--- src/rtl/pairing_learn_mode_controller_core_macros.svh ---
// ---------------------------------------------------------------------------
// pairing learn mode controller assertion macros
// shared concurrent assertion forms, clocked on clk, disabled in rst
// ---------------------------------------------------------------------------
`ifndef PAIRING_LEARN_MODE_CONTROLLER_CORE_MACROS_SVH
`define PAIRING_LEARN_MODE_CONTROLLER_CORE_MACROS_SVH

// same-cycle implication
`define PLMC_ASSERT_IMP(lbl, ante, cons) \
  lbl: assert property (@(posedge clk) disable iff (rst) (ante) |-> (cons)) \
    else $error("plmc assertion failed");

// next-cycle implication
`define PLMC_ASSERT_NEXT(lbl, ante, cons) \
  lbl: assert property (@(posedge clk) disable iff (rst) (ante) |=> (cons)) \
    else $error("plmc assertion failed");

`endif

--- src/rtl/plmc_pkg.sv ---
// ---------------------------------------------------------------------------
// plmc_pkg
// types and constants of the pairing learn mode controller
// ---------------------------------------------------------------------------
`timescale 1ns / 1ps

package plmc_pkg;

  localparam int unsigned ADDR_W = 5;
  localparam int unsigned DATA_W = 32;

  typedef enum logic [2:0] {
    REG_PRESS_WINDOW = 3'd0,
    REG_LONG_HOLD    = 3'd1,
    REG_MODE_TIMEOUT = 3'd2,
    REG_BLINK_HALF   = 3'd3,
    REG_MIN_PRESS    = 3'd4
  } reg_idx_t;

  typedef enum logic [1:0] {
    MODE_IDLE    = 2'd0,
    MODE_ADD     = 2'd1,
    MODE_REPLACE = 2'd2
  } mode_t;

  localparam logic [9:0]  PRESS_WINDOW_RST = 10'd350;
  localparam logic [9:0]  LONG_HOLD_RST    = 10'd300;
  localparam logic [12:0] MODE_TIMEOUT_RST = 13'd6000;
  localparam logic [5:0]  BLINK_HALF_RST   = 6'd30;
  localparam logic [5:0]  MIN_PRESS_RST    = 6'd3;

  localparam logic [9:0] HOLD_MAX  = 10'd1023;
  localparam logic [7:0] PRESS_MAX = 8'd255;

  typedef struct packed {
    logic [9:0]  press_window_ticks;
    logic [9:0]  long_hold_ticks;
    logic [12:0] mode_timeout_ticks;
    logic [5:0]  blink_half_ticks;
    logic [5:0]  min_press_ticks;
  } cfg_t;

  typedef struct packed {
    logic        tick;
    logic        button_released;
    logic        id_received;
    logic        id_already_known;
    logic [23:0] received_id;
  } in_t;

  typedef struct packed {
    logic        led_on;
    logic        beep_pulse;
    logic        write_enable;
    logic [7:0]  write_index;
    logic [23:0] write_id;
    logic [8:0]  id_count;
    mode_t       learn_mode;
  } res_t;

endpackage

--- src/rtl/plmc_if.sv ---
// ---------------------------------------------------------------------------
// plmc interfaces
// valid/ready channels for input words and result words
// ---------------------------------------------------------------------------
`timescale 1ns / 1ps

interface plmc_in_if;
  logic        valid;
  logic        ready;
  logic        tick;
  logic        button_released;
  logic        id_received;
  logic        id_already_known;
  logic [23:0] received_id;

  modport source (
    output valid, tick, button_released, id_received, id_already_known, received_id,
    input  ready
  );
  modport sink (
    input  valid, tick, button_released, id_received, id_already_known, received_id,
    output ready
  );
endinterface

interface plmc_out_if;
  logic        valid;
  logic        ready;
  logic        led_on;
  logic        beep_pulse;
  logic        write_enable;
  logic [7:0]  write_index;
  logic [23:0] write_id;
  logic [8:0]  id_count;
  logic [1:0]  learn_mode;

  modport source (
    output valid, led_on, beep_pulse, write_enable, write_index, write_id, id_count,
           learn_mode,
    input  ready
  );
  modport sink (
    input  valid, led_on, beep_pulse, write_enable, write_index, write_id, id_count,
           learn_mode,
    output ready
  );
endinterface

--- src/rtl/plmc_apb_regs.sv ---
// ---------------------------------------------------------------------------
// plmc_apb_regs
// apb configuration registers with read back
// ---------------------------------------------------------------------------
`timescale 1ns / 1ps

module plmc_apb_regs (
  input  logic                        clk,
  input  logic                        rst,
  input  logic                        psel,
  input  logic                        penable,
  input  logic                        pwrite,
  input  logic [plmc_pkg::ADDR_W-1:0] paddr,
  input  logic [plmc_pkg::DATA_W-1:0] pwdata,
  output logic [plmc_pkg::DATA_W-1:0] prdata,
  output logic                        pready,
  output plmc_pkg::cfg_t              cfg
);

  plmc_pkg::reg_idx_t idx;
  logic               wr;

  assign pready = 1'b1;
  assign wr     = psel && penable && pwrite;
  assign idx    = plmc_pkg::reg_idx_t'(paddr[plmc_pkg::ADDR_W-1:2]);

  always_ff @(posedge clk) begin
    if (rst) begin
      cfg.press_window_ticks <= plmc_pkg::PRESS_WINDOW_RST;
      cfg.long_hold_ticks    <= plmc_pkg::LONG_HOLD_RST;
      cfg.mode_timeout_ticks <= plmc_pkg::MODE_TIMEOUT_RST;
      cfg.blink_half_ticks   <= plmc_pkg::BLINK_HALF_RST;
      cfg.min_press_ticks    <= plmc_pkg::MIN_PRESS_RST;
    end else if (wr) begin
      case (idx)
        plmc_pkg::REG_PRESS_WINDOW: cfg.press_window_ticks <= pwdata[9:0];
        plmc_pkg::REG_LONG_HOLD:    cfg.long_hold_ticks    <= pwdata[9:0];
        plmc_pkg::REG_MODE_TIMEOUT: cfg.mode_timeout_ticks <= pwdata[12:0];
        plmc_pkg::REG_BLINK_HALF:   cfg.blink_half_ticks   <= pwdata[5:0];
        plmc_pkg::REG_MIN_PRESS:    cfg.min_press_ticks    <= pwdata[5:0];
        default: ;
      endcase
    end
  end

  always_comb begin
    case (idx)
      plmc_pkg::REG_PRESS_WINDOW: prdata = {22'd0, cfg.press_window_ticks};
      plmc_pkg::REG_LONG_HOLD:    prdata = {22'd0, cfg.long_hold_ticks};
      plmc_pkg::REG_MODE_TIMEOUT: prdata = {19'd0, cfg.mode_timeout_ticks};
      plmc_pkg::REG_BLINK_HALF:   prdata = {26'd0, cfg.blink_half_ticks};
      plmc_pkg::REG_MIN_PRESS:    prdata = {26'd0, cfg.min_press_ticks};
      default:                    prdata = '0;
    endcase
  end

endmodule

--- src/rtl/plmc_step.sv ---
// ---------------------------------------------------------------------------
// plmc_step
// controller state and one-tick update: button timing, modes, blink, id store
// ---------------------------------------------------------------------------
`timescale 1ns / 1ps

module plmc_step #(
  parameter int unsigned TABLE_DEPTH = 256
) (
  input  logic           clk,
  input  logic           rst,
  input  logic           en,
  input  plmc_pkg::in_t  item,
  input  plmc_pkg::cfg_t cfg,
  output plmc_pkg::res_t res
);

  localparam logic [8:0] DEPTH_C = 9'(TABLE_DEPTH);

  logic [9:0]  window_timer, window_timer_next;
  logic [9:0]  hold_time, hold_time_next;
  logic [7:0]  press_count, press_count_next;
  logic        add_mode, add_mode_next;
  logic        replace_mode, replace_mode_next;
  logic        replace_first, replace_first_next;
  logic        exit_seen, exit_seen_next;
  logic [5:0]  blink_timer, blink_timer_next;
  logic        led_level, led_level_next;
  logic [12:0] exit_timer, exit_timer_next;
  logic [8:0]  stored_count, stored_count_next;

  always_ff @(posedge clk) begin
    if (rst) begin
      window_timer  <= '0;
      hold_time     <= '0;
      press_count   <= '0;
      add_mode      <= 1'b0;
      replace_mode  <= 1'b0;
      replace_first <= 1'b0;
      exit_seen     <= 1'b0;
      blink_timer   <= '0;
      led_level     <= 1'b0;
      exit_timer    <= '0;
      stored_count  <= '0;
    end else if (en) begin
      window_timer  <= window_timer_next;
      hold_time     <= hold_time_next;
      press_count   <= press_count_next;
      add_mode      <= add_mode_next;
      replace_mode  <= replace_mode_next;
      replace_first <= replace_first_next;
      exit_seen     <= exit_seen_next;
      blink_timer   <= blink_timer_next;
      led_level     <= led_level_next;
      exit_timer    <= exit_timer_next;
      stored_count  <= stored_count_next;
    end
  end

  always_comb begin
    logic [8:0] slot;
    window_timer_next  = window_timer;
    hold_time_next     = hold_time;
    press_count_next   = press_count;
    add_mode_next      = add_mode;
    replace_mode_next  = replace_mode;
    replace_first_next = replace_first;
    exit_seen_next     = exit_seen;
    blink_timer_next   = blink_timer;
    led_level_next     = led_level;
    exit_timer_next    = exit_timer;
    stored_count_next  = stored_count;
    res.beep_pulse     = 1'b0;
    res.write_enable   = 1'b0;
    res.write_index    = '0;
    res.write_id       = '0;
    slot               = '0;

    if (item.tick) begin
      // press window
      if (window_timer != '0) begin
        window_timer_next = window_timer - 10'd1;
      end else if (!add_mode && !replace_mode) begin
        hold_time_next   = '0;
        press_count_next = '0;
      end

      // button level
      if (!item.button_released) begin
        if (hold_time_next != plmc_pkg::HOLD_MAX) begin
          hold_time_next = hold_time_next + 10'd1;
        end
        window_timer_next = cfg.press_window_ticks;
        if (press_count_next >= 8'd2) begin
          add_mode_next   = 1'b1;
          exit_timer_next = cfg.mode_timeout_ticks;
        end
        if ((replace_mode_next && press_count_next >= 8'd1) ||
            (add_mode_next && press_count_next >= 8'd3)) begin
          exit_seen_next    = 1'b1;
          add_mode_next     = 1'b0;
          replace_mode_next = 1'b0;
          led_level_next    = 1'b0;
        end
      end else begin
        if (hold_time_next > {4'd0, cfg.min_press_ticks} &&
            press_count_next != plmc_pkg::PRESS_MAX) begin
          press_count_next = press_count_next + 8'd1;
        end
        if (exit_seen_next) begin
          exit_seen_next   = 1'b0;
          press_count_next = '0;
        end
        hold_time_next = '0;
      end

      // long hold
      if (hold_time_next >= cfg.long_hold_ticks) begin
        hold_time_next     = '0;
        replace_mode_next  = 1'b1;
        replace_first_next = 1'b1;
        exit_timer_next    = cfg.mode_timeout_ticks;
      end

      // in a mode: blink, store, timeout
      if (add_mode_next || replace_mode_next) begin
        blink_timer_next = blink_timer_next + 6'd1;
        if (blink_timer_next >= cfg.blink_half_ticks) begin
          blink_timer_next = '0;
          led_level_next   = !led_level_next;
        end
        if (item.id_received && !item.id_already_known) begin
          res.beep_pulse  = 1'b1;
          exit_timer_next = cfg.mode_timeout_ticks;
          if (!add_mode_next && replace_first_next) begin
            replace_first_next = 1'b0;
            stored_count_next  = '0;
          end
          if (stored_count_next < DEPTH_C) begin
            stored_count_next = stored_count_next + 9'd1;
          end
          slot             = stored_count_next - 9'd1;
          res.write_enable = 1'b1;
          res.write_index  = slot[7:0];
          res.write_id     = item.received_id;
        end
        if (exit_timer_next != '0) begin
          exit_timer_next = exit_timer_next - 13'd1;
        end else begin
          exit_seen_next    = 1'b1;
          add_mode_next     = 1'b0;
          replace_mode_next = 1'b0;
          led_level_next    = 1'b0;
        end
      end
    end

    res.led_on   = led_level_next;
    res.id_count = stored_count_next;
    if (add_mode_next) begin
      res.learn_mode = plmc_pkg::MODE_ADD;
    end else if (replace_mode_next) begin
      res.learn_mode = plmc_pkg::MODE_REPLACE;
    end else begin
      res.learn_mode = plmc_pkg::MODE_IDLE;
    end
  end

endmodule

--- src/rtl/pairing_learn_mode_controller_core.sv ---
// ---------------------------------------------------------------------------
// pairing_learn_mode_controller_core
// receiver pairing controller: learn button timing, add and replace modes,
// led blink, new id write requests
// ---------------------------------------------------------------------------
// One word is accepted per clock unless stalled and gives one result word: the
// input word is registered, the whole tick update runs in one pass of plmc_step
// against the controller state, and the result is registered. A word with tick
// low leaves the state unchanged and reports it. in ready follows out ready
// combinationally when both stages are full. Write configuration over the apb
// port only while no word is in flight; the core does not enforce this.
`timescale 1ns / 1ps

`include "pairing_learn_mode_controller_core_macros.svh"

module pairing_learn_mode_controller_core #(
  parameter int unsigned TABLE_DEPTH = 256
) (
  input  logic                        clk,
  input  logic                        rst,
  plmc_in_if.sink                     in_ch,
  plmc_out_if.source                  out_ch,
  input  logic                        psel,
  input  logic                        penable,
  input  logic                        pwrite,
  input  logic [plmc_pkg::ADDR_W-1:0] paddr,
  input  logic [plmc_pkg::DATA_W-1:0] pwdata,
  output logic [plmc_pkg::DATA_W-1:0] prdata,
  output logic                        pready
);

  plmc_pkg::cfg_t cfg;
  plmc_pkg::in_t  in_q;
  plmc_pkg::res_t res;
  plmc_pkg::res_t out_q;
  logic           in_valid_q;
  logic           out_valid_q;
  logic           advance;
  logic           in_acc;

  plmc_apb_regs u_regs (
    .clk     (clk),
    .rst     (rst),
    .psel    (psel),
    .penable (penable),
    .pwrite  (pwrite),
    .paddr   (paddr),
    .pwdata  (pwdata),
    .prdata  (prdata),
    .pready  (pready),
    .cfg     (cfg)
  );

  plmc_step #(
    .TABLE_DEPTH (TABLE_DEPTH)
  ) u_step (
    .clk  (clk),
    .rst  (rst),
    .en   (advance),
    .item (in_q),
    .cfg  (cfg),
    .res  (res)
  );

  assign advance     = in_valid_q && (!out_valid_q || out_ch.ready);
  assign in_ch.ready = !in_valid_q || advance;
  assign in_acc      = in_ch.valid && in_ch.ready;

  always_ff @(posedge clk) begin
    if (rst) begin
      in_valid_q <= 1'b0;
    end else if (in_acc) begin
      in_valid_q <= 1'b1;
    end else if (advance) begin
      in_valid_q <= 1'b0;
    end
  end

  always_ff @(posedge clk) begin
    if (in_acc) begin
      in_q.tick             <= in_ch.tick;
      in_q.button_released  <= in_ch.button_released;
      in_q.id_received      <= in_ch.id_received;
      in_q.id_already_known <= in_ch.id_already_known;
      in_q.received_id      <= in_ch.received_id;
    end
  end

  always_ff @(posedge clk) begin
    if (rst) begin
      out_valid_q <= 1'b0;
    end else if (advance) begin
      out_valid_q <= 1'b1;
    end else if (out_ch.ready) begin
      out_valid_q <= 1'b0;
    end
  end

  always_ff @(posedge clk) begin
    if (advance) begin
      out_q <= res;
    end
  end

  assign out_ch.valid        = out_valid_q;
  assign out_ch.led_on       = out_q.led_on;
  assign out_ch.beep_pulse   = out_q.beep_pulse;
  assign out_ch.write_enable = out_q.write_enable;
  assign out_ch.write_index  = out_q.write_index;
  assign out_ch.write_id     = out_q.write_id;
  assign out_ch.id_count     = out_q.id_count;
  assign out_ch.learn_mode   = out_q.learn_mode;

  `PLMC_ASSERT_NEXT(a_advance_fills_out, advance, out_valid_q)
  `PLMC_ASSERT_IMP(a_write_beeps, out_valid_q && out_q.write_enable, out_q.beep_pulse)
  `PLMC_ASSERT_IMP(a_write_slot, out_valid_q && out_q.write_enable,
    out_q.id_count != 9'd0 && out_q.write_index == 8'(out_q.id_count - 9'd1))
  `PLMC_ASSERT_IMP(a_idle_write_clear, out_valid_q && !out_q.write_enable,
    out_q.write_index == 8'd0 && out_q.write_id == 24'd0)
  `PLMC_ASSERT_IMP(a_count_bound, out_valid_q, out_q.id_count <= 9'(TABLE_DEPTH))

endmodule

--- src/flat_wrapper.sv ---
// flat-port wrapper written by rule: the top's interface ports become plain ports
module pairing_learn_mode_controller_core_flat 
#(
  parameter int unsigned TABLE_DEPTH = 256
)
  (clk, rst, psel, penable, pwrite, paddr, pwdata, prdata, pready, in_ch_valid, in_ch_tick, in_ch_button_released, in_ch_id_received, in_ch_id_already_known, in_ch_received_id, in_ch_ready, out_ch_valid, out_ch_led_on, out_ch_beep_pulse, out_ch_write_enable, out_ch_write_index, out_ch_write_id, out_ch_id_count, out_ch_learn_mode, out_ch_ready);
  plmc_in_if in_ch_i ();
  plmc_out_if out_ch_i ();
  input  logic clk;
  input  logic rst;
  input  logic psel;
  input  logic penable;
  input  logic pwrite;
  input  logic [plmc_pkg::ADDR_W-1:0] paddr;
  input  logic [plmc_pkg::DATA_W-1:0] pwdata;
  output logic [plmc_pkg::DATA_W-1:0] prdata;
  output logic pready;
  input wire logic [$bits(in_ch_i.valid)-1:0] in_ch_valid;
  input wire logic [$bits(in_ch_i.tick)-1:0] in_ch_tick;
  input wire logic [$bits(in_ch_i.button_released)-1:0] in_ch_button_released;
  input wire logic [$bits(in_ch_i.id_received)-1:0] in_ch_id_received;
  input wire logic [$bits(in_ch_i.id_already_known)-1:0] in_ch_id_already_known;
  input wire logic [$bits(in_ch_i.received_id)-1:0] in_ch_received_id;
  output wire logic [$bits(in_ch_i.ready)-1:0] in_ch_ready;
  output wire logic [$bits(out_ch_i.valid)-1:0] out_ch_valid;
  output wire logic [$bits(out_ch_i.led_on)-1:0] out_ch_led_on;
  output wire logic [$bits(out_ch_i.beep_pulse)-1:0] out_ch_beep_pulse;
  output wire logic [$bits(out_ch_i.write_enable)-1:0] out_ch_write_enable;
  output wire logic [$bits(out_ch_i.write_index)-1:0] out_ch_write_index;
  output wire logic [$bits(out_ch_i.write_id)-1:0] out_ch_write_id;
  output wire logic [$bits(out_ch_i.id_count)-1:0] out_ch_id_count;
  output wire logic [$bits(out_ch_i.learn_mode)-1:0] out_ch_learn_mode;
  input wire logic [$bits(out_ch_i.ready)-1:0] out_ch_ready;
  assign in_ch_i.valid = in_ch_valid;
  assign in_ch_i.tick = in_ch_tick;
  assign in_ch_i.button_released = in_ch_button_released;
  assign in_ch_i.id_received = in_ch_id_received;
  assign in_ch_i.id_already_known = in_ch_id_already_known;
  assign in_ch_i.received_id = in_ch_received_id;
  assign in_ch_ready = in_ch_i.ready;
  assign out_ch_valid = out_ch_i.valid;
  assign out_ch_led_on = out_ch_i.led_on;
  assign out_ch_beep_pulse = out_ch_i.beep_pulse;
  assign out_ch_write_enable = out_ch_i.write_enable;
  assign out_ch_write_index = out_ch_i.write_index;
  assign out_ch_write_id = out_ch_i.write_id;
  assign out_ch_id_count = out_ch_i.id_count;
  assign out_ch_learn_mode = out_ch_i.learn_mode;
  assign out_ch_i.ready = out_ch_ready;
  pairing_learn_mode_controller_core #(.TABLE_DEPTH(TABLE_DEPTH)) u_core (.clk(clk), .rst(rst), .in_ch(in_ch_i), .out_ch(out_ch_i), .psel(psel), .penable(penable), .pwrite(pwrite), .paddr(paddr), .pwdata(pwdata), .prdata(prdata), .pready(pready));
endmodule
--- config.mk ---
export PLATFORM = sky130hd
export DESIGN_NAME = pairing_learn_mode_controller_core_flat
export DESIGN_NICKNAME = d
export VERILOG_FILES = /design/src/rtl/plmc_pkg.sv /design/src/rtl/plmc_if.sv /design/src/rtl/plmc_apb_regs.sv /design/src/rtl/plmc_step.sv /design/src/rtl/pairing_learn_mode_controller_core.sv /design/src/flat_wrapper.sv
export VERILOG_INCLUDE_DIRS = /design/src /design/src/rtl
export SDC_FILE = /design/constraint.sdc
export NUM_CORES = 1
export LEC_CHECK = 0
export BUFFER_PORTS_ARGS = -buffer_cell sky130_fd_sc_hd__buf_2
export CAP_MARGIN = 20
export CORE_ASPECT_RATIO = 0.8
export CORE_MARGIN = 5
export CORE_UTILIZATION = 25
export CTS_BUF_LIST = sky130_fd_sc_hd__clkbuf_2
export DETAILED_ROUTE_END_ITERATION = 10
export PLACE_DENSITY = 0.47
export SYNTH_ARGS = -nofsm -noshare
export SYNTH_HDL_FRONTEND = slang
export SYNTH_SLANG_ARGS = --single-unit
--- constraint.sdc ---
create_clock -name clk -period 6.54 [get_ports clk]
set_input_delay 1.308 -clock clk [delete_from_list [all_inputs] [get_ports clk]]
set_output_delay 1.308 -clock clk [all_outputs]
set_load 0.02 [all_outputs]
* Yosys cells after proc, flatten, opt, wreduce, memory -nomap -nowiden
Index checks and enable logic that the tools add are counted.
** Operators by class
- $add $sub $neg :: 7
- Order comparisons :: 7
- Equality and inequality tests :: 7
- Muxes and demuxes :: 74
- Reduce and logical (&&, ||, !) cells :: 36
** Operators with widths (count)
- 13-bit two-way mux :: 8
- 9-bit two-way mux :: 11
- 10-bit two-way mux :: 9
- 13-bit case mux with 5 select lines :: 1
- 8-bit two-way mux :: 6
- 1-bit two-way mux :: 36
- 34-bit two-way mux :: 1
- 8-bit by 2-bit >= comparator with 1-bit output (second input constant) :: 2
- 2-bit AND reduction :: 7
- 13-bit nonzero test :: 1
- 13-bit by 1-bit subtractor with 13-bit output (second input constant) :: 1
- 10-bit by 1-bit adder with 10-bit output (second input constant) :: 1
- 10-bit >= comparator :: 1
- 10-bit by 6-bit greater-than comparator with 1-bit output :: 1
- 1-bit logical AND :: 10
- 10-bit inequality test (second input constant) :: 1
- 10-bit nonzero test :: 1
- 10-bit by 1-bit subtractor with 10-bit output (second input constant) :: 1
- 9-bit by 1-bit adder with 9-bit output (second input constant) :: 1
- 9-bit less-than comparator (second input constant) :: 1
- 3-bit AND reduction :: 3
- 8-bit by 1-bit adder with 8-bit output (second input constant) :: 1
- 8-bit by 1-bit >= comparator with 1-bit output (second input constant) :: 1
- 8-bit inequality test (second input constant) :: 1
- 13 further kinds :: 24
** Word-level totals
- Register bits after elaboration :: 182
- Input port bits :: 72
- Word-level logic and storage cells :: 161

* Logic depth before layout (Yosys ltp)
Gate-level depths: netlist (run 1).
- Word-level depth :: 28
- Depth in mapped cells :: 32

* Modules after synthesis
Synthesis (run 1) repeated with hierarchy kept, for this count alone.
** Unflattened totals
- Cell total of the unflattened synthesis :: 1091
- Area total of the unflattened synthesis :: 10122.2 sq um
** Modules (own cells, without submodules)
- plmc_step :: instances 1, cells an instance 749, area each 5431.5 sq um, seq. area each 1221.2 sq um
- plmc_apb_regs :: instances 1, cells an instance 258, area each 2364.8 sq um, seq. area each 900.9 sq um
- pairing_learn_mode_controller_core :: instances 1, cells an instance 84, area each 2326.0 sq um, seq. area each 2262.2 sq um

* Worst setup path after synthesis (run 1)
OpenSTA, ideal clock, no wires.
- Path kind :: reg2reg
- From :: register u_core.u_step.window_timer[0]
- To :: register u_core.out_q (netlist bit u_core.out_ch.write_index[7]) (data pin)
- Setup time :: 0.266 ns
- Data arrival time :: 5.669 ns
- Setup slack :: 0.605 ns
- Cell stages (with the launch flop) :: 33
- Buffers on the path :: 4
- Clock period less this slack :: 5.935 ns
- Cells stage by stage :: dfxtp_1 inv_1 ha_1 nor4b_2 nand3_2 clkbuf_1 and2_1 ha_1 nand4_1 nor2_1 nand4_1 nor2b_1 nand3_1 xor2_1 nor2_1 ha_1 o211ai_1 a21oi_1 nor4_1 a21oi_1 clkbuf_1 o2bb2a_4 buf_2 buf_1 nor2b_1 ha_1 nor2b_1 nor4_1 a31oi_1 nor3_1 nor3b_1 xnor2_1 nor2_1
** Between the ends
- Longest elaborated chain between the ends :: 24
- Elaborated cells between the ends (all ways) :: 44
- Those cells by class :: add/sub: 3; order compare: 5; eq/ne: 1; mux: 27; reduce/logical: 8
** Ends and longest elaborated chain
- start: declaration :: RTL line plmc_step.sv:20 : logic [9:0] window_timer, window_timer_next;
- start signal: assignment :: RTL line plmc_step.sv:46 : window_timer <= window_timer_next;
- 10-bit nonzero test (*) :: RTL line plmc_step.sv:81 : if (window_timer != '0) begin
- branches (longest 23 deep; another with 10-bit by 1-bit adder with 10-bit output)
- end signal: assignment :: RTL line pairing_learn_mode_controller_core.sv:101 : out_q <= res;
- end: declaration :: RTL line pairing_learn_mode_controller_core.sv:35 : plmc_pkg::res_t out_q;
Every way passes the cells marked *. The select of a mux whose other input is x is not followed.
A chain may end at the register's enable or synchronous reset.

==> run metrics, run 1 <==
Max-slew headroom between 20% and 30%; worst-skew pair later-pin latency ~0.83 ns; Vias per Instance 4.73; Yosys cell types between 70 and 80; most common cell after layout, fill and taps aside nor2_1; Synth Warn # 0; top-area cell type share of the netlist area between 20% and 30%; number of max-cap violations 0; Hold Crit Start u_core.u_step.blink_timer[1]$_SDFFE_PP0P_; Placer Congestion ~0.82; Avg Inst Size Synth around 9.2 um^2; fillers 4079; Crit-path slowest cell a2111oi_4; IO Pins 153; CTS clk-pin slew, worst paths between 0.2 and 0.3 ns; clk_skew between 0.04 and 0.05 ns; CP required 7.14 ns; Synth Register Bits 181; WP data arrival 6.68 ns; HPWL after detailed placement roughly 19000 um; post-synthesis instance area ~9700 um^2; drt drc 0; Remaining Overflow, GRT 0; port bufs 111; die area roughly 43000 um^2; Final Max Slew Viols 0; 1st-pass router iterations 5; Die X 231 um; CP max stage delay 0.45 ns; vias in the first global route 7578; layout cells sized above 1 about 17%; async set-reset flop share out of synthesis 0%; 1st-iter DRT viols ~630; final hold viol count 0; area of the multi-input gates between 4000 and 5000 um^2; core box area between 30000 and 40000 um^2; Yosys top cell by area edfxtp_1; outcome finished clean; main flop type after synthesis dfxtp_1; Slew @ Worst Pin 1.06 ns; clock buffer depth 2; largest net degree at the start of global routing between 70 and 80; crit-path max FO 12; Seq/Total Area, Yosys between 40% and 50%; min-delay worst type register to register; type of the worst setup path register to register; setup TNS 0 ns; total number of vias roughly 8000; antenna-violating nets left 0; commonest cells after routing, fill and taps aside nor2_1 (133), nand2_1 (112), buf_2 (111); Synth area leaders edfxtp_1 (23%), dfxtp_1 (22%), mux2i_1 (6.8%); Achievable Freq approximately 160 MHz; gr usage total 12.5%; Num CTS Buffers 17; H-tree Lvls 4; first-pass GRT wire length around 43000 um; detailed-route wire length per cell between 15 and 20 um; CTS Root Cell clkbuf_2; Initial Util between 20% and 30%; final setup fails 0; period utilization roughly 93%; Post-synth EDFFs 73; worst r2r src u_core.u_step.window_timer[0]$_SDFFE_PP0P_; CTS tree done; pwr dens around 190 nW/um^2; Total Wirelength 27000 um; endpoint class of the critical path register; maximum vdd drop roughly 76 uV; clock sink total 181; CP dominant cell by count ha_1; std cell rows 64; crit path time final 6.08 ns; nature of the critical path startpoint register; static leakage 4.39 nW; area delta synth->final 13.5%; Post-Syn Instances around 1100; initial antenna violation count 1; hold-fix buffer count after cts 0; Sequential Area approximately 4400 um^2; chip height about 190 um; Finished Core Util slightly below 30%; Final nets ~1300; total power 2.06 mW; crit path from u_core.u_step.window_timer[0]$_SDFFE_PP0P_
[metrics by stage]
| stage | setup slack, ns | cell area (um^2) | hold WS (ns) | std cells |
|---|---|---|---|---|
| 6_report | 0.460 | 11000 | 0.497 | 1655 |
| 5_1_grt | -0.0498 | 11000 | 0.485 | 1655 |
| 4_1_cts | 0.0626 | 11000 | 0.488 | 1651 |
| 3_5_place_dp | 0.169 | 10700 | 0.454 | 1619 |
| 3_3_place_gp | 0.298 | 10700 | 0.460 | 1619 |
| 2_1_floorplan | 0.605 | 9800 | 0.442 | 1074 |
[power by group]
part	leakage, nW	total (mW)	internal, mW	switching (mW)
Combinational	2.66	0.229	0.0750	0.153
Clock	0.143	0.617	0.182	0.435
Sequential	1.59	1.22	1.20	0.0151
Total	4.39	2.06	1.46	0.603
[what timing repair did]
item | in CTS | in global routing
setup endpoints to repair | 0 | 28
gates resized for setup | 0 | 11
buffers inserted | 0 | 2
[worst max-delay path, delay by kind of cell, from the launching register on]
kind | cells | cell delay [ns]
multiplexers | 3 | 0.79
buffers and inverters | 4 | 0.54
adder cells (fa/ha/maj) | 4 | 1.04
AND/OR/NAND/NOR | 10 | 1.55
AO/OA/AOI/OAI | 6 | 1.37
XOR/XNOR | 1 | 0.14
flip-flops | 1 | 0.41
[area by class of cell]
cell class	count	area share, %
Timing Repair Buffer	132	6.46
Multi-Input combinational cell	774	45.0
Inverter	39	1.33
Tap cell	495	5.61
Sequential cell	181	39.4
Clock buffer	18	0.815
Clock inverter	14	1.33
Antenna cell	2	0.0453
[synthesized netlist by cell type (all sizes together) (5+ instances only)]
cell       n
or4        9
nand2    112
a22oi     10
a211oi    14
buf       31
clkbuf    49
o21a       6
inv       38
nand2b    10
ha        34
and2      17
edfxtp    73
nor4      12
nor2     135
nand3b     5
and3      29
mux2i     68
a31oi     12
o22ai     12
a21oi     52
nand4     10
xor2      15
dfxtp    108
nand3     40
mux2       7
xnor2     12
nor2b     13
o31ai      5
o21ai     22
nor3      25
o211ai    14
a2111oi    9
[registers in the layout, indices dropped and copies added, names as in the netlist]
| register | count |
|---|---|
| u_core.in_q | 28 |
| u_core.in_valid_q | 1 |
| u_core.out_ch.id_count | 9 |
| u_core.out_ch.learn_mode | 2 |
| u_core.out_ch.led_on | 1 |
| u_core.out_ch.valid | 1 |
| u_core.out_ch.write_enable | 1 |
| u_core.out_ch.write_id | 24 |
| u_core.out_ch.write_index | 8 |
| u_core.u_regs.cfg | 45 |
| u_core.u_step.add_mode | 1 |
| u_core.u_step.blink_timer | 6 |
| u_core.u_step.exit_seen | 1 |
| u_core.u_step.exit_timer | 13 |
| u_core.u_step.hold_time | 10 |
| u_core.u_step.led_level | 1 |
| u_core.u_step.press_count | 8 |
| u_core.u_step.replace_first | 1 |
| u_core.u_step.replace_mode | 1 |
| u_core.u_step.stored_count | 9 |
| u_core.u_step.window_timer | 10 |
[cells by family (layout without fill, tap and decap cells)]
logic type / Yosys count / after routing / share of synthesized area (%)
muxes: 75 / 75 / 7.96
xor gates and xnor gates: 27 / 27 / 2.43
and+or+nand+nor: 433 / 433 / 21.4
buffers and inverters: 119 / 203 / 5.68
DFF: 181 / 181 / 44.7
other: 2 / 22 / 0.0772
AOI/OAI and AO/OA: 185 / 185 / 13.3
adders and majority gates: 34 / 34 / 4.37
[final timing paths]
check,endpoint,slack [ns],cells after the start
setup / recovery,u_core.out_ch.led_on$_DFFE_PP_,0.46,28
hold / removal,u_core.u_step.blink_timer[1]$_SDFFE_PP0P_,0.50,2
setup reg to reg,u_core.out_ch.led_on$_DFFE_PP_,0.46,28
hold reg to reg,u_core.u_step.blink_timer[1]$_SDFFE_PP0P_,0.50,2
[routing by layer]
| layer | vias to the layer above | wire length [um] | track usage (%) |
|---|---|---|---|
| li1 | 3919 | - | - |
| met1 | 3743 | 13500 | 18.1 |
| met2 | 144 | 12200 | 19.0 |
| met3 | 21 | 998 | 2.42 |
| met4 | 0 | 334 | 3.29 |
| met5 | - | 0 | 0 |
Note: power is estimated with default switching activity, not from simulation.
==> run 2, diff against run 1 <==
--- a/config.mk
+++ b/config.mk
@@ -8,12 +8,14 @@
 export LEC_CHECK = 0
 export BUFFER_PORTS_ARGS = -buffer_cell sky130_fd_sc_hd__buf_2
 export CAP_MARGIN = 20
+export CELL_PAD_IN_SITES_DETAIL_PLACEMENT = 1
+export CELL_PAD_IN_SITES_GLOBAL_PLACEMENT = 2
 export CORE_ASPECT_RATIO = 0.8
 export CORE_MARGIN = 5
 export CORE_UTILIZATION = 25
 export CTS_BUF_LIST = sky130_fd_sc_hd__clkbuf_2
 export DETAILED_ROUTE_END_ITERATION = 10
-export PLACE_DENSITY = 0.47
+export PLACE_DENSITY = 0.65
 export SYNTH_ARGS = -nofsm -noshare
 export SYNTH_HDL_FRONTEND = slang
 export SYNTH_SLANG_ARGS = --single-unit
==> constraint.sdc (replaced) <==
create_clock -name clk -period 7 [get_ports clk]
set_input_delay 1.4 -clock clk [delete_from_list [all_inputs] [get_ports clk]]
set_output_delay 1.4 -clock clk [all_outputs]
set_load 0.02 [all_outputs]
==> run 2 against run 1 <==
Via count is 2.4% higher; worst hold slack improved by 0.022 ns; sequential power decreased by 7%; first-iteration DRC count decreased by 32%; critical path depth stayed put; register-to-register slack better by 0.23 ns; combinational power decreased by 2%; critical path type unchanged; largest power group unchanged; critical endpoint unchanged; flip-flop and latch count unchanged.
==> run metrics, run 2 (synthesis gave the netlist of run 1 again) <==
outcome finished clean; chip height 186 um (unchanged); 1st-iter DRT viols 433 (-32%); final hold viol count 0 (unchanged); endpoint class of the critical path register; dpl cells 1622 (+0.19%); gr usage total 14.1% (+1.7 points); H-tree Lvls 4 (unchanged); Die X 231 um (unchanged); Achievable Freq 158 MHz (-3.7%); static leakage 4.41 nW (+0.34%); Worst Hold Path Cells 1 (-1); maximum vdd drop 106 uV (+40%); clock buffer depth 2 (unchanged); CP dominant cell by count ha_1; largest net degree at the start of global routing 50 (-35%); most common cell after layout, fill and taps aside nor2_1; family with the most delay on the worst path simple AND/OR/NAND/NOR gates; FF-to-FF End u_core.out_ch.led_on$_DFFE_PP_; CTS clk-pin slew, worst paths 0.33 ns (+0.04 ns); Largest Register u_core.u_regs.cfg; clock sink total 181 (unchanged); HPWL after detailed placement 22200 um (+15%); Finished Core Util 28.8% (-0.049 points); CP required 7.64 ns (+0.50 ns); WP data arrival 6.95 ns (+0.27 ns); commonest cells after routing, fill and taps aside nor2_1 (134), buf_2 (112), nand2_1 (111); crit-path max FO 12 (unchanged); nature of the critical path startpoint register; Placer Congestion 0.788 (-3.5%); total number of vias 8013 (+2.4%); antenna-violating nets left 0 (unchanged); number of max-cap violations 0 (unchanged); hold-fix buffer count after cts 0 (unchanged); initial antenna violation count 1 (unchanged); drt drc 0 (unchanged); final setup fails 0 (unchanged); Worst Path Buf+Inv 4 (unchanged); vias in the first global route 8238 (+8.7%); FF-to-FF setup slack 0.69 ns (+0.23 ns); Total Wirelength 30400 um (+12%); clk_skew 0.0354 ns (-0.0127 ns); worst-skew pair later-pin latency 0.86 ns (+0.03 ns); Final Cell Area 11000 um^2 (-0.17%); Non-Filler Instances 1656 (+0.060%); Remaining Overflow, GRT 0 (unchanged); FF-to-FF path depth 28 (unchanged); crit path time final 6.31 ns (+0.232 ns); worst r2r src u_core.u_step.window_timer[0]$_SDFFE_PP0P_; pwr dens 180 nW/um^2 (-3.9%); first-pass GRT wire length 48500 um (+13%); IO Pins 153 (unchanged); type of the worst setup path register to register; Final Max Slew Viols 0 (unchanged); 1st-pass router iterations 4 (-1); Final nets 1253 (+0.16%); period utilization 90.2% (-2.8 points); Worst Hold End u_core.u_step.press_count[0]$_SDFFE_PP0P_; Crit-path slowest cell a2111oi_2; CTS Root Cell clkbuf_2; Initial Util 25.4% (unchanged); Slew @ Worst Pin 0.819 ns (-0.243 ns); setup TNS 0 ns (unchanged); CP max stage delay 0.44 ns (about the same); layout cells sized above 1 17.0% (-0.12 points); Max-slew headroom 45.4% (+17 points); Vias per Instance 4.84 (+2.3%); core box area 38400 um^2 (unchanged); Cell Area, Placed 10700 um^2 (+0.19%); area delta synth->final 13.3%; min-delay worst type register to register; port bufs 111 (unchanged); RSZ-0062 raised after global routing false; die area 43000 um^2 (unchanged); Largest register FFs 45 (unchanged); Hold Crit Start u_core.u_step.press_count[0]$_SDFFE_PP0P_; std cell rows 64 (unchanged); Num CTS Buffers 17 (unchanged); detailed-route wire length per cell 18.4 um (+12%); CTS tree done
run 2: changes by cell type in the layout (fill, tap and decap cells not counted), moves of 2 or more:
cell / previous run / this run
clkinvlp_2: 2 / 0
clkinv_8: 0 / 2
inv_6: 5 / 3
clkinv_1: 3 / 1
inv_8: 1 / 6
run 2: cell type report:
cell class | count | area (um^2)
repair buffers | 134 | 726
multi-input cells | 774 | 4920
clock buffers | 17 | 85.1
flip-flops and latches | 181 | 4350
inverters | 39 | 146
well taps | 495 | 619
diodes | 1 | 2.50
clock inverters | 15 | 179
fillers | 4493 | 27300
run 2: per-stage QoR:
| step | total power, mW | hold WS, ns | setup WS, ns |
|---|---|---|---|
| 6_report | 1.98 | 0.519 | 0.688 |
| 5_1_grt | 2.07 | 0.534 | 0.134 |
| 4_1_cts | 2.01 | 0.511 | 0.316 |
| 3_5_place_dp | 1.38 | 0.454 | 0.448 |
| 3_3_place_gp | 1.38 | 0.458 | 0.532 |
| 2_1_floorplan | 1.31 | 0.442 | 1.06 |
run 2: worst max path at each step:
stage / cells after the start / slack (ns) / end / startpoint
finish: 28 / 0.69 / u_core.out_ch.led_on$_DFFE_PP_ / u_core.u_step.window_timer[0]$_SDFFE_PP0P_
global route: 28 / 0.13 / u_core.out_ch.led_on$_DFFE_PP_ / u_core.u_step.window_timer[0]$_SDFFE_PP0P_
CTS: 28 / 0.32 / u_core.out_ch.led_on$_DFFE_PP_ / u_core.u_step.window_timer[0]$_SDFFE_PP0P_
detailed placement: 28 / 0.45 / u_core.out_ch.led_on$_DFFE_PP_ / u_core.u_step.window_timer[0]$_SDFFE_PP0P_
global placement: 28 / 0.53 / u_core.out_ch.led_on$_DFFE_PP_ / u_core.u_step.window_timer[0]$_SDFFE_PP0P_
floorplan: 32 / 1.06 / u_core.out_ch.write_index[7]$_SDFFCE_PN0P_ / u_core.u_step.window_timer[0]$_SDFFE_PP0P_
run 2: timing repair:
action,CTS,global route
hold endpoints to repair,0,0
setup endpoints to repair,0,4
gates resized for setup,0,2
buffers inserted,0,1
run 2: metal layers:
layer | up-vias | wire, um | global-route usage, %
met3 | 17 | 1070 | 2.49
li1 | 3921 | - | -
met4 | 0 | 298 | 3.13
met5 | - | 0 | 0
met2 | 123 | 13100 | 21.0
met1 | 3952 | 15900 | 21.4
run 2: worst register-to-register path, delay by kind of cell, from the launching register on:
kind | cells | cell delay (ns)
simple gates | 10 | 1.77
buf+inv | 4 | 0.56
xor+xnor | 1 | 0.15
fa+ha+maj | 4 | 1.01
flops | 1 | 0.42
compound gates | 6 | 1.30
mux | 3 | 0.89
run 2: report_power, final:
part	internal [mW]	switching [mW]	total [mW]
Combinational	0.0713	0.153	0.224
Clock	0.157	0.459	0.616
Sequential	1.13	0.0150	1.14
==> run 3, diff against run 2 <==
--- a/config.mk
+++ b/config.mk
@@ -18,4 +18,5 @@
 export PLACE_DENSITY = 0.65
 export SYNTH_ARGS = -nofsm -noshare
 export SYNTH_HDL_FRONTEND = slang
+export SYNTH_HIERARCHICAL = 1
 export SYNTH_SLANG_ARGS = --single-unit
==> run 3 against run 2 <==
Flip-flop and latch count up 1; area after synthesis grew 4.0%; cell count grew 5.4%; via count rose by 3.6%; routed wire length up 2.7%; critical endpoint is now u_core/out_ch.led_on$_DFFE_PP_.
==> run metrics, run 3 <==
antenna-violating nets left 0 (unchanged); post-synthesis instance area 10100 um^2 (+4.0%); worst r2r src u_core/u_step/window_timer[1]$_SDFFE_PP0P_; drt drc 0 (unchanged); first-pass GRT wire length 49300 um (+1.7%); commonest cells in the netlist nor2_1 (111), dfxtp_1 (108), nand2_1 (85), edfxtp_1 (74), a21oi_1 (64); CTS clk-pin slew, worst paths 0.32 ns (about the same); Avg Inst Size Synth 9.28 um^2 (+0.69%); Clk pwr share 32.4% (+1.3 points); 1st-pass router iterations 4 (unchanged); HPWL after detailed placement 22300 um (+0.51%); clock buffer depth 2 (unchanged); Yosys top cell by area edfxtp_1; hold-fix buffer count after cts 0 (unchanged); largest net degree at the start of global routing 99 (+98%); Vias per Instance 4.76 (-1.7%); final setup fails 0 (unchanged); pwr dens 176 nW/um^2 (-2.1%); Internal Power 1.43 mW (+5.8%); Sw Ratio 30.1% (-1.6 points); clock sink total 182 (+0.55%); outcome finished clean; Synth Register Bits 182 (+0.55%); Post-Syn Instances 1091 (+3.3%); endpoint class of the critical path register; detailed-route wire length per cell 17.9 um (-2.6%); static leakage 4.55 nW (+3.3%); Final Max Slew Viols 0 (unchanged); setup TNS 0 ns (unchanged); WP data arrival 7.41 ns (+0.46 ns); async set-reset flop share out of synthesis 0% (unchanged); Final Cell Area 11600 um^2 (+5.6%); type of the worst setup path register to register; die area 44600 um^2 (+3.8%); layout cells sized above 1 20.1% (+3.1 points); most frequent cell after synthesis nor2_1; IO Pins 153 (unchanged); CTS tree done; Synth Warn # 6 (+6); Hold Crit Start u_core/in_valid_q$_SDFFE_PP0P_; number of max-cap violations 0 (unchanged); Slew @ Worst Pin 1.05 ns (+0.227 ns); Placer Congestion 0.740 (-6.1%); Flop pwr share 55.9% (-1.7 points); Place WS -0.0204 ns (-0.468 ns); Max-slew headroom 30.3% (-15 points); Total Wirelength 31200 um (+2.7%); fillers 4760 (+5.9%); Achievable Freq 147 MHz (-7.1%); 1st-iter DRT viols 415 (-4.2%); Crit-path slowest cell or4_4; Final nets 1292 (+3.1%); crit path from u_core/u_step/window_timer[1]$_SDFFE_PP0P_; total number of vias 8303 (+3.6%); CP required 7.62 ns (-0.02 ns); area delta synth->final 15.0%; gr usage total 13.8% (-0.33 points); period utilization 97.0% (+6.9 points); std cell rows 66 (+3.1%); H-tree Lvls 4 (unchanged); chip height 190 um (+1.9%); Num CTS Buffers 17 (unchanged); crit-path max FO 4 (-8); Initial Util 25.1% (-0.25 points); final hold viol count 0 (unchanged); Fin Hold WS 0.519 ns (-0.000489 ns); nature of the critical path startpoint register; Post-synth EDFFs 74 (+1.4%); Yosys cell types 83 (+12%); worst-skew pair later-pin latency 0.83 ns (-0.03 ns); Remaining Overflow, GRT 0 (unchanged); main flop type after synthesis dfxtp_1; Cell Area, Placed 11200 um^2 (+4.2%); maximum vdd drop 98.0 uV (-7.3%); core box area 40300 um^2 (+5.1%); CP max stage delay 0.57 ns (+0.13 ns); PnR worst setup slack 0.208 ns (-0.481 ns); sw power 0.616 mW (-1.7%); Largest register FFs 45 (unchanged); CTS Root Cell clkbuf_2; top-area cell type share of the netlist area 22.0% (-0.57 points); Seq/Total Area, Yosys 43.3% (-1.4 points); FF-to-FF setup slack 0.21 ns (-0.48 ns); Synth area leaders edfxtp_1 (22%), dfxtp_1 (21%), mux2i_1 (5.5%); vias in the first global route 8594 (+4.3%); clk_skew 0.0696 ns (+0.0342 ns); commonest cells after routing, fill and taps aside buf_2 (110), nor2_1 (110), dfxtp_1 (106); Largest Register u_core/u_regs/cfg; Combinational Power Share 11.7% (+0.4 points); initial antenna violation count 4 (+3); crit path time final 6.79 ns (+0.481 ns); Die X 235 um (+1.9%); min-delay worst type register to register; port bufs 111 (unchanged)
run 3: final timing paths:
check                                      to  cells past startpoint
max            u_core/out_ch.led_on$_DFFE_PP_                     29
min          u_core/out_ch.valid$_SDFFE_PP0P_                      2
max reg2reg    u_core/out_ch.led_on$_DFFE_PP_                     29
min reg2reg  u_core/out_ch.valid$_SDFFE_PP0P_                      2
run 3: kinds of logic (layout without fill, tap and decap cells):
family | after synthesis | after routing | synth area share, %
flip-flops | 182 | 182 | 43.3
buffers and inverters | 126 | 218 | 6.11
multiplexers | 71 | 71 | 7.23
other | 2 | 21 | 0.0742
AND/OR/NAND/NOR | 417 | 417 | 21.7
AO/OA/AOI/OAI | 227 | 227 | 14.6
adder cells (fa/ha/maj) | 32 | 32 | 3.96
XOR/XNOR | 34 | 34 | 2.94
run 3: cell type report:
type,instances,area [um^2],area share (%)
Antenna cell,1,2.50,0.0215
Clock buffer,17,85.1,0.731
Inverter,40,153,1.31
Timing Repair Buffer,146,821,7.05
Clock inverter,15,206,1.77
Multi-Input combinational cell,801,5310,45.6
Tap cell,544,681,5.85
Sequential cell,182,4390,37.7
run 3: critical path: cells and delay by family (launching register included):
family	cells	cell delay (ns)
fa+ha+maj	4	0.93
simple gates	13	3.05
mux	2	0.56
compound gates	6	1.09
xor+xnor	1	0.24
flops	1	0.41
buf+inv	3	0.27
run 3: power groups by stage:
stage                     combinational [mW]  clock, mW  sequential (mW)
final                                  0.240      0.663             1.15
after global routing                   0.263      0.742             1.15
after CTS                              0.238      0.698             1.15
after detailed placement               0.237          0             1.17
after global placement                 0.235          0             1.16
after floorplan                        0.153          0             1.17
run 3: timing repair:
item                                    CTS  global route
resized for setup                         3            19
pin swaps                                 3            11
endpoints found under the setup margin    1            18
buffers inserted                          2             6
run 3: through the flow:
stage	power (mW)	util, %	cells
CTS	2.08	28.6	1739
global route	2.15	28.9	1746
finish	2.05	28.9	1746
floorplan	1.33	-	1109
detailed placement	1.40	27.8	1705
global placement	1.40	27.8	1705
run 3: metal layers:
layer,global-route usage [%],vias to the layer above,share of wire [%]
met3,2.39,14,2.3
li1,-,4072,-
met2,22.3,71,47
met5,0,-,0
met4,2.99,0,0.96
met1,19.4,4146,50
